**config.mk**
```make
export PLATFORM = sky130hd
export DESIGN_NAME = cbor_item_skip_validator
export DESIGN_NICKNAME = d
export VERILOG_FILES = /design/src/cisv_pkg.sv /design/src/cisv_ctrl.sv /design/src/cisv_dp.sv /design/src/cbor_item_skip_validator.sv
export SDC_FILE = /design/constraint.sdc
export NUM_CORES = 2
export LEC_CHECK = 0
export ABC_AREA = 1
export BUFFER_PORTS_ARGS = -buffer_cell sky130_fd_sc_hd__buf_4
export CORE_MARGIN = 5
export CORE_UTILIZATION = 35
export DETAILED_ROUTE_END_ITERATION = 8
export HOLD_SLACK_MARGIN = 0.03
export RECOVER_POWER = 50
export SETUP_SLACK_MARGIN = 0.02
export SLEW_MARGIN = 25
export SYNTH_ARGS = -nofsm -noshare
export SYNTH_HDL_FRONTEND = slang
export SYNTH_SLANG_ARGS = --single-unit
```
**constraint.sdc**
```tcl
create_clock -name clk -period 9.5 [get_ports clk]
set_clock_uncertainty 0.2 [all_clocks]
set_input_delay 0 -clock clk [delete_from_list [all_inputs] [get_ports clk]]
set_output_delay 0 -clock clk [all_outputs]
set_load 0.005 [all_outputs]
```
**src/cisv_pkg.sv**
```systemverilog
// Shared types and constants for the CBOR item skip validator.
`default_nettype none
package cisv_pkg;

	localparam int MAX_NEST_DEF = 32;

	// result codes
	localparam logic [1:0] ST_OK    = 2'd0;
	localparam logic [1:0] ST_TRUNC = 2'd1;
	localparam logic [1:0] ST_RSVD  = 2'd2;
	localparam logic [1:0] ST_DEEP  = 2'd3;

	// major types that matter here
	localparam logic [2:0] MAJ_BSTR  = 3'd2;
	localparam logic [2:0] MAJ_TSTR  = 3'd3;
	localparam logic [2:0] MAJ_ARRAY = 3'd4;
	localparam logic [2:0] MAJ_MAP   = 3'd5;
	localparam logic [2:0] MAJ_TAG   = 3'd6;

	// additional info bounds: 24..27 carry 1, 2, 4 or 8 argument bytes
	localparam logic [4:0] INFO_ARG1 = 5'd24;
	localparam logic [4:0] INFO_ARG8 = 5'd27;

	typedef enum logic [1:0] {
		S_IDLE,
		S_PROC,
		S_POP,
		S_EMIT
	} state_t;

	typedef struct packed {
		logic cap;   // latch the incoming byte
		logic proc;  // decode the latched byte
		logic pop;   // close one more nesting level
		logic emit;  // verdict waits for the output register
		logic fin;   // byte done: offsets advance, result loads
	} cmd_t;

	typedef struct packed {
		logic need_pop;
		logic vld;
		logic out_free;
	} stat_t;

endpackage
`default_nettype wire

```
**src/cisv_ctrl.sv**
```systemverilog
// Controller state machine for the CBOR item skip validator.
`default_nettype none
module cisv_ctrl (
	input  wire             clk,
	input  wire             arst_n,
	input  wire             byte_valid,
	output logic            byte_stall,
	input  cisv_pkg::stat_t stat,
	output cisv_pkg::cmd_t  cmd
);

	cisv_pkg::state_t state_q, state_d;

	always_ff @(posedge clk or negedge arst_n) begin
		if (!arst_n) begin
			state_q <= cisv_pkg::S_IDLE;
		end else begin
			state_q <= state_d;
		end
	end

	always_comb begin
		state_d = state_q;
		case (state_q)
			cisv_pkg::S_IDLE: begin
				if (byte_valid) state_d = cisv_pkg::S_PROC;
			end
			cisv_pkg::S_PROC, cisv_pkg::S_POP: begin
				if (stat.need_pop) state_d = cisv_pkg::S_POP;
				else if (!stat.vld || stat.out_free) state_d = cisv_pkg::S_IDLE;
				else state_d = cisv_pkg::S_EMIT;
			end
			cisv_pkg::S_EMIT: begin
				if (stat.out_free) state_d = cisv_pkg::S_IDLE;
			end
			default: state_d = cisv_pkg::S_IDLE;
		endcase
	end

	always_comb begin
		cmd        = '0;
		byte_stall = 1'b1;
		case (state_q)
			cisv_pkg::S_IDLE: begin
				byte_stall = 1'b0;
				cmd.cap    = byte_valid;
			end
			cisv_pkg::S_PROC: begin
				cmd.proc = 1'b1;
				cmd.fin  = !stat.need_pop && (!stat.vld || stat.out_free);
			end
			cisv_pkg::S_POP: begin
				cmd.pop = 1'b1;
				cmd.fin = !stat.need_pop && (!stat.vld || stat.out_free);
			end
			cisv_pkg::S_EMIT: begin
				cmd.emit = 1'b1;
				cmd.fin  = stat.out_free;
			end
			default: begin
				cmd = '0;
			end
		endcase
	end

endmodule
`default_nettype wire

```
**src/cisv_dp.sv**
```systemverilog
// Datapath: head decode, payload skip, child-count stack and result register.
`default_nettype none
module cisv_dp #(
	parameter int MAX_NEST = cisv_pkg::MAX_NEST_DEF
) (
	input  wire             clk,
	input  wire             arst_n,
	input  cisv_pkg::cmd_t  cmd,
	output cisv_pkg::stat_t stat,
	input  wire [7:0]       in_byte,
	input  wire             last_byte,
	output logic            result_valid,
	input  wire             result_stall,
	output logic [1:0]      status,
	output logic [63:0]     item_start,
	output logic [63:0]     item_length
);

	localparam int NW        = $clog2(MAX_NEST + 1);
	localparam int AW        = (MAX_NEST > 1) ? $clog2(MAX_NEST) : 1;
	localparam int MEM_DEPTH = 1 << AW;

	// latched transaction
	logic [7:0]    byte_q;
	logic          last_q;

	// parse state; top_q caches the innermost child count, mem holds the rest
	logic          err_q;
	logic [3:0]    argdue_q, argdue_d;
	logic [63:0]   arg_q, arg_d;
	logic [2:0]    pmaj_q, pmaj_d;
	logic [63:0]   pay_q, pay_d;
	logic [NW-1:0] nest_q, nest_d;
	logic [63:0]   top_q, top_d;
	logic [63:0]   off_q;
	logic [63:0]   start_q, start_d;
	logic          vval_q;
	logic [1:0]    vcode_q;

	logic [63:0]   mem [MEM_DEPTH];
	logic [63:0]   rd_q;
	logic [AW-1:0] raddr, waddr;
	logic          push_we;

	logic          out_valid_q;
	logic [1:0]    status_q;
	logic [63:0]   ostart_q;
	logic [63:0]   olen_q;

	logic [2:0]    major;
	logic [4:0]    info;
	logic          hd, idone, rsvd, deep, done0, need_pop, is_cont;
	logic [2:0]    hmaj;
	logic [63:0]   hval, cnt;
	logic          vld;
	logic [1:0]    code;
	logic [63:0]   start_use;
	logic          out_free;
	logic          buf_end;

	assign major = byte_q[7:5];
	assign info  = byte_q[4:0];
	// the entry just under the top; each pop cycle this lines up with the next level
	assign raddr = AW'(nest_q - NW'(2));
	assign waddr = AW'(nest_q - NW'(1));

	always_comb begin
		argdue_d = argdue_q;
		arg_d    = arg_q;
		pmaj_d   = pmaj_q;
		pay_d    = pay_q;
		nest_d   = nest_q;
		top_d    = top_q;
		start_d  = start_q;
		push_we  = 1'b0;
		hd       = 1'b0;
		hmaj     = major;
		hval     = 64'(info);
		idone    = 1'b0;
		rsvd     = 1'b0;
		deep     = 1'b0;
		done0    = 1'b0;
		need_pop = 1'b0;
		is_cont  = 1'b0;
		cnt      = '0;
		if (cmd.proc && !err_q) begin
			if (argdue_q != 4'd0) begin
				arg_d    = {arg_q[55:0], byte_q};
				argdue_d = argdue_q - 4'd1;
				hd       = (argdue_q == 4'd1);
				hmaj     = pmaj_q;
				hval     = {arg_q[55:0], byte_q};
			end else if (pay_q != 64'd0) begin
				pay_d = pay_q - 64'd1;
				idone = (pay_q == 64'd1);
			end else begin
				if (nest_q == '0) start_d = off_q;
				if (info < cisv_pkg::INFO_ARG1) begin
					hd = 1'b1;
				end else if (info > cisv_pkg::INFO_ARG8) begin
					rsvd = 1'b1;
				end else begin
					pmaj_d   = major;
					arg_d    = '0;
					argdue_d = 4'(4'd1 << info[1:0]);
				end
			end
			if (hd) begin
				case (hmaj)
					cisv_pkg::MAJ_BSTR, cisv_pkg::MAJ_TSTR: begin
						if (hval == 64'd0) idone = 1'b1;
						else pay_d = hval;
					end
					cisv_pkg::MAJ_ARRAY: begin
						is_cont = 1'b1;
						cnt     = hval;
					end
					cisv_pkg::MAJ_MAP: begin
						// pair count doubles modulo 2^64
						is_cont = 1'b1;
						cnt     = {hval[62:0], 1'b0};
					end
					cisv_pkg::MAJ_TAG: begin
						is_cont = 1'b1;
						cnt     = 64'd1;
					end
					default: idone = 1'b1;
				endcase
				if (is_cont) begin
					if (cnt == 64'd0) begin
						idone = 1'b1;
					end else if (nest_q == NW'(MAX_NEST)) begin
						deep = 1'b1;
					end else begin
						push_we = (nest_q != '0);
						top_d   = cnt;
						nest_d  = nest_q + NW'(1);
					end
				end
			end
			if (idone) begin
				if (nest_q == '0) begin
					done0 = 1'b1;
				end else if (top_q != 64'd1) begin
					top_d = top_q - 64'd1;
				end else begin
					nest_d = nest_q - NW'(1);
					if (nest_q == NW'(1)) done0 = 1'b1;
					else need_pop = 1'b1;
				end
			end
		end
		if (cmd.pop) begin
			// stored counts are never zero
			if (rd_q != 64'd1) begin
				top_d = rd_q - 64'd1;
			end else begin
				nest_d = nest_q - NW'(1);
				if (nest_q == NW'(1)) done0 = 1'b1;
				else need_pop = 1'b1;
			end
		end
	end

	always_comb begin
		vld  = 1'b0;
		code = cisv_pkg::ST_OK;
		if (cmd.emit) begin
			vld  = vval_q;
			code = vcode_q;
		end else if ((cmd.proc && !err_q) || cmd.pop) begin
			if (done0) begin
				vld  = 1'b1;
				code = cisv_pkg::ST_OK;
			end else if (rsvd) begin
				vld  = 1'b1;
				code = cisv_pkg::ST_RSVD;
			end else if (deep) begin
				vld  = 1'b1;
				code = cisv_pkg::ST_DEEP;
			end else if (last_q && !need_pop) begin
				vld  = 1'b1;
				code = cisv_pkg::ST_TRUNC;
			end
		end
	end

	assign start_use     = cmd.proc ? start_d : start_q;
	assign out_free      = !out_valid_q || !result_stall;
	assign buf_end       = cmd.fin && last_q;
	assign stat.need_pop = need_pop;
	assign stat.vld      = vld;
	assign stat.out_free = out_free;

	always_ff @(posedge clk or negedge arst_n) begin
		if (!arst_n) begin
			err_q    <= 1'b0;
			argdue_q <= '0;
			arg_q    <= '0;
			pmaj_q   <= '0;
			pay_q    <= '0;
			nest_q   <= '0;
			top_q    <= '0;
			off_q    <= '0;
			start_q  <= '0;
			vval_q   <= 1'b0;
			vcode_q  <= cisv_pkg::ST_OK;
		end else begin
			// end of buffer: parse state and offsets start over
			argdue_q <= buf_end ? 4'd0 : argdue_d;
			arg_q    <= buf_end ? 64'd0 : arg_d;
			pmaj_q   <= buf_end ? 3'd0 : pmaj_d;
			pay_q    <= buf_end ? 64'd0 : pay_d;
			nest_q   <= buf_end ? '0 : nest_d;
			top_q    <= top_d;
			start_q  <= buf_end ? 64'd0 : start_d;
			if (cmd.proc || cmd.pop) begin
				vval_q  <= vld;
				vcode_q <= code;
			end
			if (buf_end) begin
				err_q <= 1'b0;
				off_q <= '0;
			end else if (cmd.fin) begin
				off_q <= off_q + 64'd1;
				if (vld && code != cisv_pkg::ST_OK) err_q <= 1'b1;
			end
		end
	end

	always_ff @(posedge clk) begin
		if (cmd.cap) begin
			byte_q <= in_byte;
			last_q <= last_byte;
		end
	end

	always_ff @(posedge clk) begin
		if (push_we) mem[waddr] <= top_q;
		rd_q <= mem[raddr];
	end

	always_ff @(posedge clk or negedge arst_n) begin
		if (!arst_n) begin
			out_valid_q <= 1'b0;
		end else if (cmd.fin && vld) begin
			out_valid_q <= 1'b1;
		end else if (!result_stall) begin
			out_valid_q <= 1'b0;
		end
	end

	always_ff @(posedge clk) begin
		if (cmd.fin && vld) begin
			status_q <= code;
			ostart_q <= start_use;
			olen_q   <= off_q - start_use + 64'd1;
		end
	end

	assign result_valid = out_valid_q;
	assign status       = status_q;
	assign item_start   = ostart_q;
	assign item_length  = olen_q;

`ifndef SYNTH
	a_nest_bound: assert property (@(posedge clk) disable iff (!arst_n)
		nest_q <= NW'(MAX_NEST))
		else $error("nesting level beyond limit");

	a_arg_pay_excl: assert property (@(posedge clk) disable iff (!arst_n)
		!(argdue_q != 4'd0 && pay_q != 64'd0))
		else $error("argument and payload bytes due together");

	a_pop_nonempty: assert property (@(posedge clk) disable iff (!arst_n)
		cmd.pop |-> nest_q != '0)
		else $error("pop with empty stack");

	a_last_clears: assert property (@(posedge clk) disable iff (!arst_n)
		cmd.fin && last_q |=> off_q == 64'd0 && nest_q == '0 && !err_q)
		else $error("state not cleared after last byte");
`endif

endmodule
`default_nettype wire

```
**src/cbor_item_skip_validator.sv**
```systemverilog
// A byte is latched while idle and decoded in the process state; each nesting level that
// it closes adds a pop state, but for the outermost when it ends a top-level item, as set
// by the one-read child-count stack. The byte's result is registered when the byte is done,
// and no new byte is taken before that. A verdict that finds the result register full waits
// for the sink. Reset: arst_n clears parse state, offsets and the controller; the stack
// memory is not cleared, every entry is written first.
`default_nettype none
module cbor_item_skip_validator #(
	parameter int MAX_NEST = cisv_pkg::MAX_NEST_DEF
) (
	input  wire         clk,
	input  wire         arst_n,
	input  wire         byte_valid,
	output logic        byte_stall,
	input  wire [7:0]   in_byte,
	input  wire         last_byte,
	output logic        result_valid,
	input  wire         result_stall,
	output logic [1:0]  status,
	output logic [63:0] item_start,
	output logic [63:0] item_length
);

	cisv_pkg::cmd_t  cmd;
	cisv_pkg::stat_t stat;

	cisv_ctrl u_ctrl (
		.clk        (clk),
		.arst_n     (arst_n),
		.byte_valid (byte_valid),
		.byte_stall (byte_stall),
		.stat       (stat),
		.cmd        (cmd)
	);

	cisv_dp #(
		.MAX_NEST (MAX_NEST)
	) u_dp (
		.clk          (clk),
		.arst_n       (arst_n),
		.cmd          (cmd),
		.stat         (stat),
		.in_byte      (in_byte),
		.last_byte    (last_byte),
		.result_valid (result_valid),
		.result_stall (result_stall),
		.status       (status),
		.item_start   (item_start),
		.item_length  (item_length)
	);

endmodule
`default_nettype wire

```
After elaboration in Yosys (flattened, before gate mapping) --
Memories as Yosys holds them, arrays and structs flattened. A register that Yosys moved wholly into a read port is not among the register bits. Index checks and enable logic that the tools add are counted. Widths: inputs -> output; s select.
Storage, ports and cells: memories kept 1, output and inout port bits 132, input port bits 13, bits in registers 471, bits in writable memories 2048, logic and storage cells 226
Memory list:
- u_dp.mem | words 32, width 64, rd ports 1, clocked after memory_dff 1, write ports 1, line cisv_dp.sv:40 | logic [63:0] mem [MEM_DEPTH];
Operators by class: shift-type cells 1, $lt $le $gt $ge 2, reductions and logical operators 33, equality and inequality tests 24, mux-type cells 137, add/sub/neg operators 10
Operators with widths (count):
- $mux 64 | 29
- $mux 56 | 6
- $pmux 64 s3 | 1
- $sub 64x1->64 const B | 3
- $add 64x1->64 const B | 2
- $logic_not 64->1 | 2
- $ne 64x1->1 const B | 2
- $mux 6 | 11
- $eq 64x1->1 const B | 1
- $mux 1 | 64
- $reduce_bool 64->1 | 1
- $sub 64x64->64 | 1
- $mux 3 | 8
- $mux 4 | 6
- $mux 2 | 9
- $ne 2x2->1 const B | 5
- $eq 3x3->1 const B | 3
- $ne 3x2->1 const B | 3
- $reduce_bool 2->1 | 4
- $add 6x1->6 const B | 1
- $eq 3x2->1 const B | 2
- $eq 6x1->1 const B | 1
- $eq 6x6->1 const B | 1
- $logic_and 1x1->1 | 6
- other kinds (23) | 35

Logic depth before layout (Yosys ltp) --
depth after elaboration 33, mapped depth 35, mapped depth without buffers 31

Hierarchy --
From an unflattened synthesis, not the netlist that was laid out.
Second synthesis, totals: cells, all modules 10633, area total of the unflattened synthesis 114238.3 µm²
By module, submodules not included:
- cisv_dp | cells an instance 10599, times used 1, area an instance 114010.6 µm²
- cisv_ctrl | cells an instance 34, times used 1, area an instance 227.7 µm²

Worst setup path after synthesis --
Ideal clock, no wire load.
kind reg2reg, from register u_dp.argdue_q[0], to memory u_dp.mem[19][0] (enable), path slack 1553 ps, arrival time 7182 ps, stages on the path, launching flop included 23, data required time 8735 ps, period minus slack after synthesis 7947 ps, path buffers 2, cell sequence dfrtp_1 inv_1 ha_1 nand2_4 o21ai_2 nand3_2 buf_4 o21ai_0 nor2_1 nand2_1 nor2_1 nand2_1 nor2_2 nand2_2 nand2_1 nor2_1 inv_1 buf_2 nor2_1 inv_1 nor2_1 nand2_1 nor3_1
On the way: longest elaborated chain between the ends 14
RTL lines:
- from (decl) | line cisv_dp.sv:29 | logic [3:0] argdue_q, argdue_d;
- from (signal assigned) | line cisv_dp.sv:210 | argdue_q <= buf_end ? 4'd0 : argdue_d;
- $reduce_bool 4->1 | line cisv_dp.sv:87 | if (argdue_q != 4'd0) begin
- $mux 3 | line cisv_dp.sv:87
- $mux 3 | line cisv_dp.sv:86 | if (cmd.proc && !err_q) begin
- $eq 3x3->1 | line cisv_dp.sv:109 | case (hmaj)
- $pmux 64 s3 | line cisv_dp.sv:109
- $mux 64 | line cisv_dp.sv:108 | if (hd) begin
- $mux 64 | line cisv_dp.sv:86
- $logic_not 64->1 | line cisv_dp.sv:130 | if (cnt == 64'd0) begin
- $mux 1 | line cisv_dp.sv:130
- $mux 1 | line cisv_dp.sv:129 | if (is_cont) begin
- $mux 1 * | line cisv_dp.sv:108
- $mux 1 * | line cisv_dp.sv:86
- $mux 1 * | line cisv_dp.sv:239 | if (push_we) mem[waddr] <= top_q;
- $mux 1 (implied by the code) * | line cisv_dp.sv:239
- to (decl) | line cisv_dp.sv:40
Every way passes the cells marked *; elsewhere a longest branch is shown, timed or not. The select of a mux whose other input is x is not followed.

Final worst setup path --
from register u_dp.nest_q[1], to register u_dp.rd_q[62], read port of u_dp.mem
On the way: longest elaborated chain between the ends 1
RTL lines:
- from (decl) | line cisv_dp.sv:33 | logic [NW-1:0] nest_q, nest_d;
- from (signal assigned) | line cisv_dp.sv:214 | nest_q <= buf_end ? '0 : nest_d;
- $sub 5x2->5 | line cisv_dp.sv:64 | assign raddr = AW'(nest_q - NW'(2));
- to (decl) | line cisv_dp.sv:41 | logic [63:0] rd_q;
No other way between the ends. A chain may end at the register's enable or synchronous reset.

==> metrics.txt <==
part of the total power dissipated in the clock network between 20% and 30%; post-CTS clock slew at the launch and capture registers of the worst setup and hold paths about 60 ps; vias in the first global route between 70000 and 80000; ys async rst share between 10% and 20%; leakage power of the design 0.0494 µW; Sw Pwr roughly 16000 µW; number of iterations in the first detailed-routing pass 8; buffer cell driving the clock tree root clkbuf_16; Worst Hold Class input pin to register; via/cell ratio 5.42; routed vias between 80000 and 90000; yosys synthesis warning count 0; net count reported at finish 11217; Inserted Clock Buffers ~290; area overhead of the layout relative to synthesis 13.8%; share of layout cells above drive strength 1 roughly 7.1%; critical path cell sequence inv_8 > ha_1 > xnor2_2 > clkbuf_1 > clkinvlp_2 > buf_12 > nand2_1 > a21oi_1 > o31ai_1; number of rows created at floorplan about 210; minimum setup slack among reg-to-reg paths around 1200 ps; combinational group share of total power 35.2%; count of unresolved DRC violations after routing 0; height of the die a little under 600 µm; clock latency of the later-clocked register in the worst-skew pair 920 ps; Total Negative Setup Slacks 0 ps; Mapped Nets between 10000 and 15000; post-DR wirelength/cell approximately 23 µm; number of routed nets with antenna violations 0; worst hold margin ~130 ps; global-route wire length before repair 529 mm; dominant delay contributor by cell family on the critical path buffers and inverters; Reg2Reg Capture Point u_dp.rd_q[62]; hold path start byte_valid; met2 wirelength from detailed routing roughly 170 mm; Hold Violations, Final 0; leftover overflow at the end of global routing 0; element type at the critical path start register; number of synthesized register bits ~2600; maximum resistive drop on vdd around 0.4 mV; Layout Utilization ~40%; biggest fanout along the worst timing path 95; DIE AREA about 0.34 mm²; number of buffer cells added on primary ports 144; violations in the final reports max-capacitance violations, max-slew violations; Crit path required time roughly 10000 ps; reg-to-reg critical path startpoint u_dp.nest_q[1]; weighted congestion at the end of routability-driven global placement about 0.91; count of cells along the worst hold path 4; synthesized area per cell around 10 µm²; Met3 Wirelength around 28 mm; drt total wl between 300 and 400 mm; placeable core area 0.330 mm²; global-route usage over all layers roughly a fifth; estimated wirelength of the detail-placed design around 200 mm; count of distinct cell types in the synthesized netlist 60; worst-case hold path end point u_dp.last_q; relative slew slack -195%; starting density of the core 35.1%; number of sinks on the clock net about 2600; Register-to-Register Path Depth 9; count of maximum capacitance violations between 60 and 70; status complete, but fails checks; number of top-level design ports approximately 150; DRC violation total after the first TritonRoute iteration slightly below 10000; delay of the slowest cell on the worst path ~2700 ps; Pint roughly 24000 µW; largest buffer count on any clock path 4; topmost layer with routed signal wires met5; fin crit share slightly below 90%; total power divided by cell area ~300 mW/mm²; slew at the pin closest to its max-slew limit about 4400 ps; TritonCTS clock tree built; final worst path period need between 8000 and 9000 ps; maximum clock frequency 121 MHz; buffers inserted during post-CTS setup optimization 0; category of the most critical setup path register to register; CP Data Arrival Time 8750 ps; initial antenna violation count 15; area of the mapped netlist approximately 0.12 mm²; Die W around 600 µm; Worst Setup End Kind register; largest net degree at the start of global routing roughly 180; synthesized netlist cell count 11027; count of pins over their slew limit between 2000 and 3000; most frequently used flop master after synthesis edfxtp_1; number of synthesized flops with an enable pin 2187; cell type of the slowest stage on the worst timing path clkinvlp_2; unrepaired setup endpoints after global routing false; Seq/Total Area, Yosys 65.1%; wire length on met1 ~150 mm; share of total power consumed by net switching 39.3%; number of setup violations in the final report 0; proportion of power drawn by flip-flops and latches approximately 36%; H-Tree Level Count 5; Buffers & Inverters on Critical Path 4
[through the flow]
step | cells | total power (µW) | cell area (µm²) | worst slack, ps
final | 15648 | 40200 | 132000 | 1240
after detailed placement | 15104 | 28700 | 122000 | 2330
after global placement | 15103 | 28700 | 122000 | 2210
after floorplan | 11027 | 23000 | 116000 | 1550
after CTS | 15644 | 40200 | 132000 | 2330
after global routing | 15646 | 42100 | 132000 | 1130
[metal layers]
layer / GRT usage [%] / vias to the layer above
li1: - / 38899
met1: 28.7 / 41900
met2: 32.5 / 3453
met3: 2.56 / 595
met4: 6.30 / 2
met5: 0 / -
[cell usage after synthesis (8+ instances only)]
master	instances	share of area, %
o31ai_1	31	0.20
ha_1	148	1.6
nand4_1	194	1.0
xnor2_1	58	0.44
a31oi_1	44	0.24
buf_4	10	0.065
edfxtp_1	2187	57
buf_2	70	0.30
o221ai_1	31	0.23
inv_1	802	2.6
buf_1	31	0.10
xor2_1	206	1.6
nand3_1	188	0.81
clkbuf_1	517	1.7
dfxtp_1	64	1.1
or2_2	9	0.049
nor4_1	33	0.18
o211ai_1	66	0.43
nor3_1	104	0.45
a21oi_1	275	1.2
a22oi_1	14	0.091
o21ai_1	61	0.26
nand2_1	1340	4.3
o21bai_1	8	0.052
o22ai_1	559	3.0
o32ai_1	31	0.23
dfrtp_1	332	7.2
nor2_1	1914	6.2
inv_2	53	0.17
o21ai_0	1578	6.8
[area by class of cell]
class / instances / area, µm²
sequential: 2583 / 75300
clock inverter: 171 / 1970
tap: 4366 / 5460
inverter: 857 / 3250
clock buffer: 342 / 7660
fill: 31676 / 198000
antenna: 4 / 10.0
timing repair buffer: 370 / 2950
multi-input combinational: 6955 / 35000
[power groups by stage]
stage               combinational [µW]  sequential [µW]  clock [µW]
global placement                 14000            14700           0
floorplan                         8130            14900           0
detailed placement               14000            14700           0
global route                     15400            14600       12100
CTS                              14100            14500       11600
finish                           14200            14600       11400
[cell usage in the layout (no fill, tap or decap), types with 51 or more instances in the layout]
cell / count
nand2_1: 1335
nand4_1: 194
nand3_1: 187
edfxtp_1: 2187
o21ai_0: 1578
clkinv_2: 51
dfxtp_1: 64
xor2_1: 205
a21oi_1: 275
o21ai_1: 60
o211ai_1: 66
o22ai_1: 559
nor3_1: 99
dfrtp_1: 330
xnor2_1: 57
clkbuf_4: 106
nor2_1: 1884
clkbuf_1: 140
inv_1: 796
buf_4: 99
ha_1: 147
inv_2: 53
clkbuf_16: 297
[cells by family after synthesis]
group,synth area share [%]
and+or+nand+nor,13.2
muxes,0.00866
AOI/OAI and AO/OA,13.1
adders and majority gates,1.62
buffers and inverters,4.97
xor gates and xnor gates,2.00
DFF,65.1
[worst register-to-register path: cells and delay by family (launching register included)]
family	cells	cell delay, ps
buffers and inverters	4	5600
AOI/OAI and AO/OA	2	990
DFF	1	640
adders and majority gates	1	290
and+or+nand+nor	1	200
xor gates and xnor gates	1	120
[registers in the layout (all words and copies together), names as in the netlist, 4 cells and up]
name              flops
u_dp.pay_q           64
u_dp.item_start      64
u_dp.nest_q           6
u_dp.byte_q           8
u_dp.item_length     64
u_dp.rd_q            64
u_dp.arg_q           56
u_dp.start_q         64
u_dp.top_q           64
u_dp.mem           2048
u_dp.off_q           64
u_dp.argdue_q         4
[worst max-delay path by stage]
stage / start / to / slack, ps / depth (start not counted)
finish: u_dp.nest_q[1] / u_dp.rd_q[62] / 1240 / 9
detailed placement: u_dp.argdue_q[0] / u_dp.item_length[58] / 2330 / 24
CTS: u_dp.argdue_q[0] / u_dp.item_length[58] / 2330 / 24
global placement: u_dp.nest_q[0] / u_dp.item_length[45] / 2210 / 31
floorplan: u_dp.argdue_q[0] / u_dp.mem[19][0] / 1550 / 22
global route: u_dp.nest_q[1] / u_dp.rd_q[5] / 1130 / 9
[repair_timing]
| action | CTS | global route |
|---|---|---|
| gates resized for setup | 0 | 0 |
| hold buffers | 27 | 0 |
| setup endpoints to repair | 0 | 0 |
| endpoints found under the hold margin | 278 | 0 |
Power figures use the tool's default switching activity.
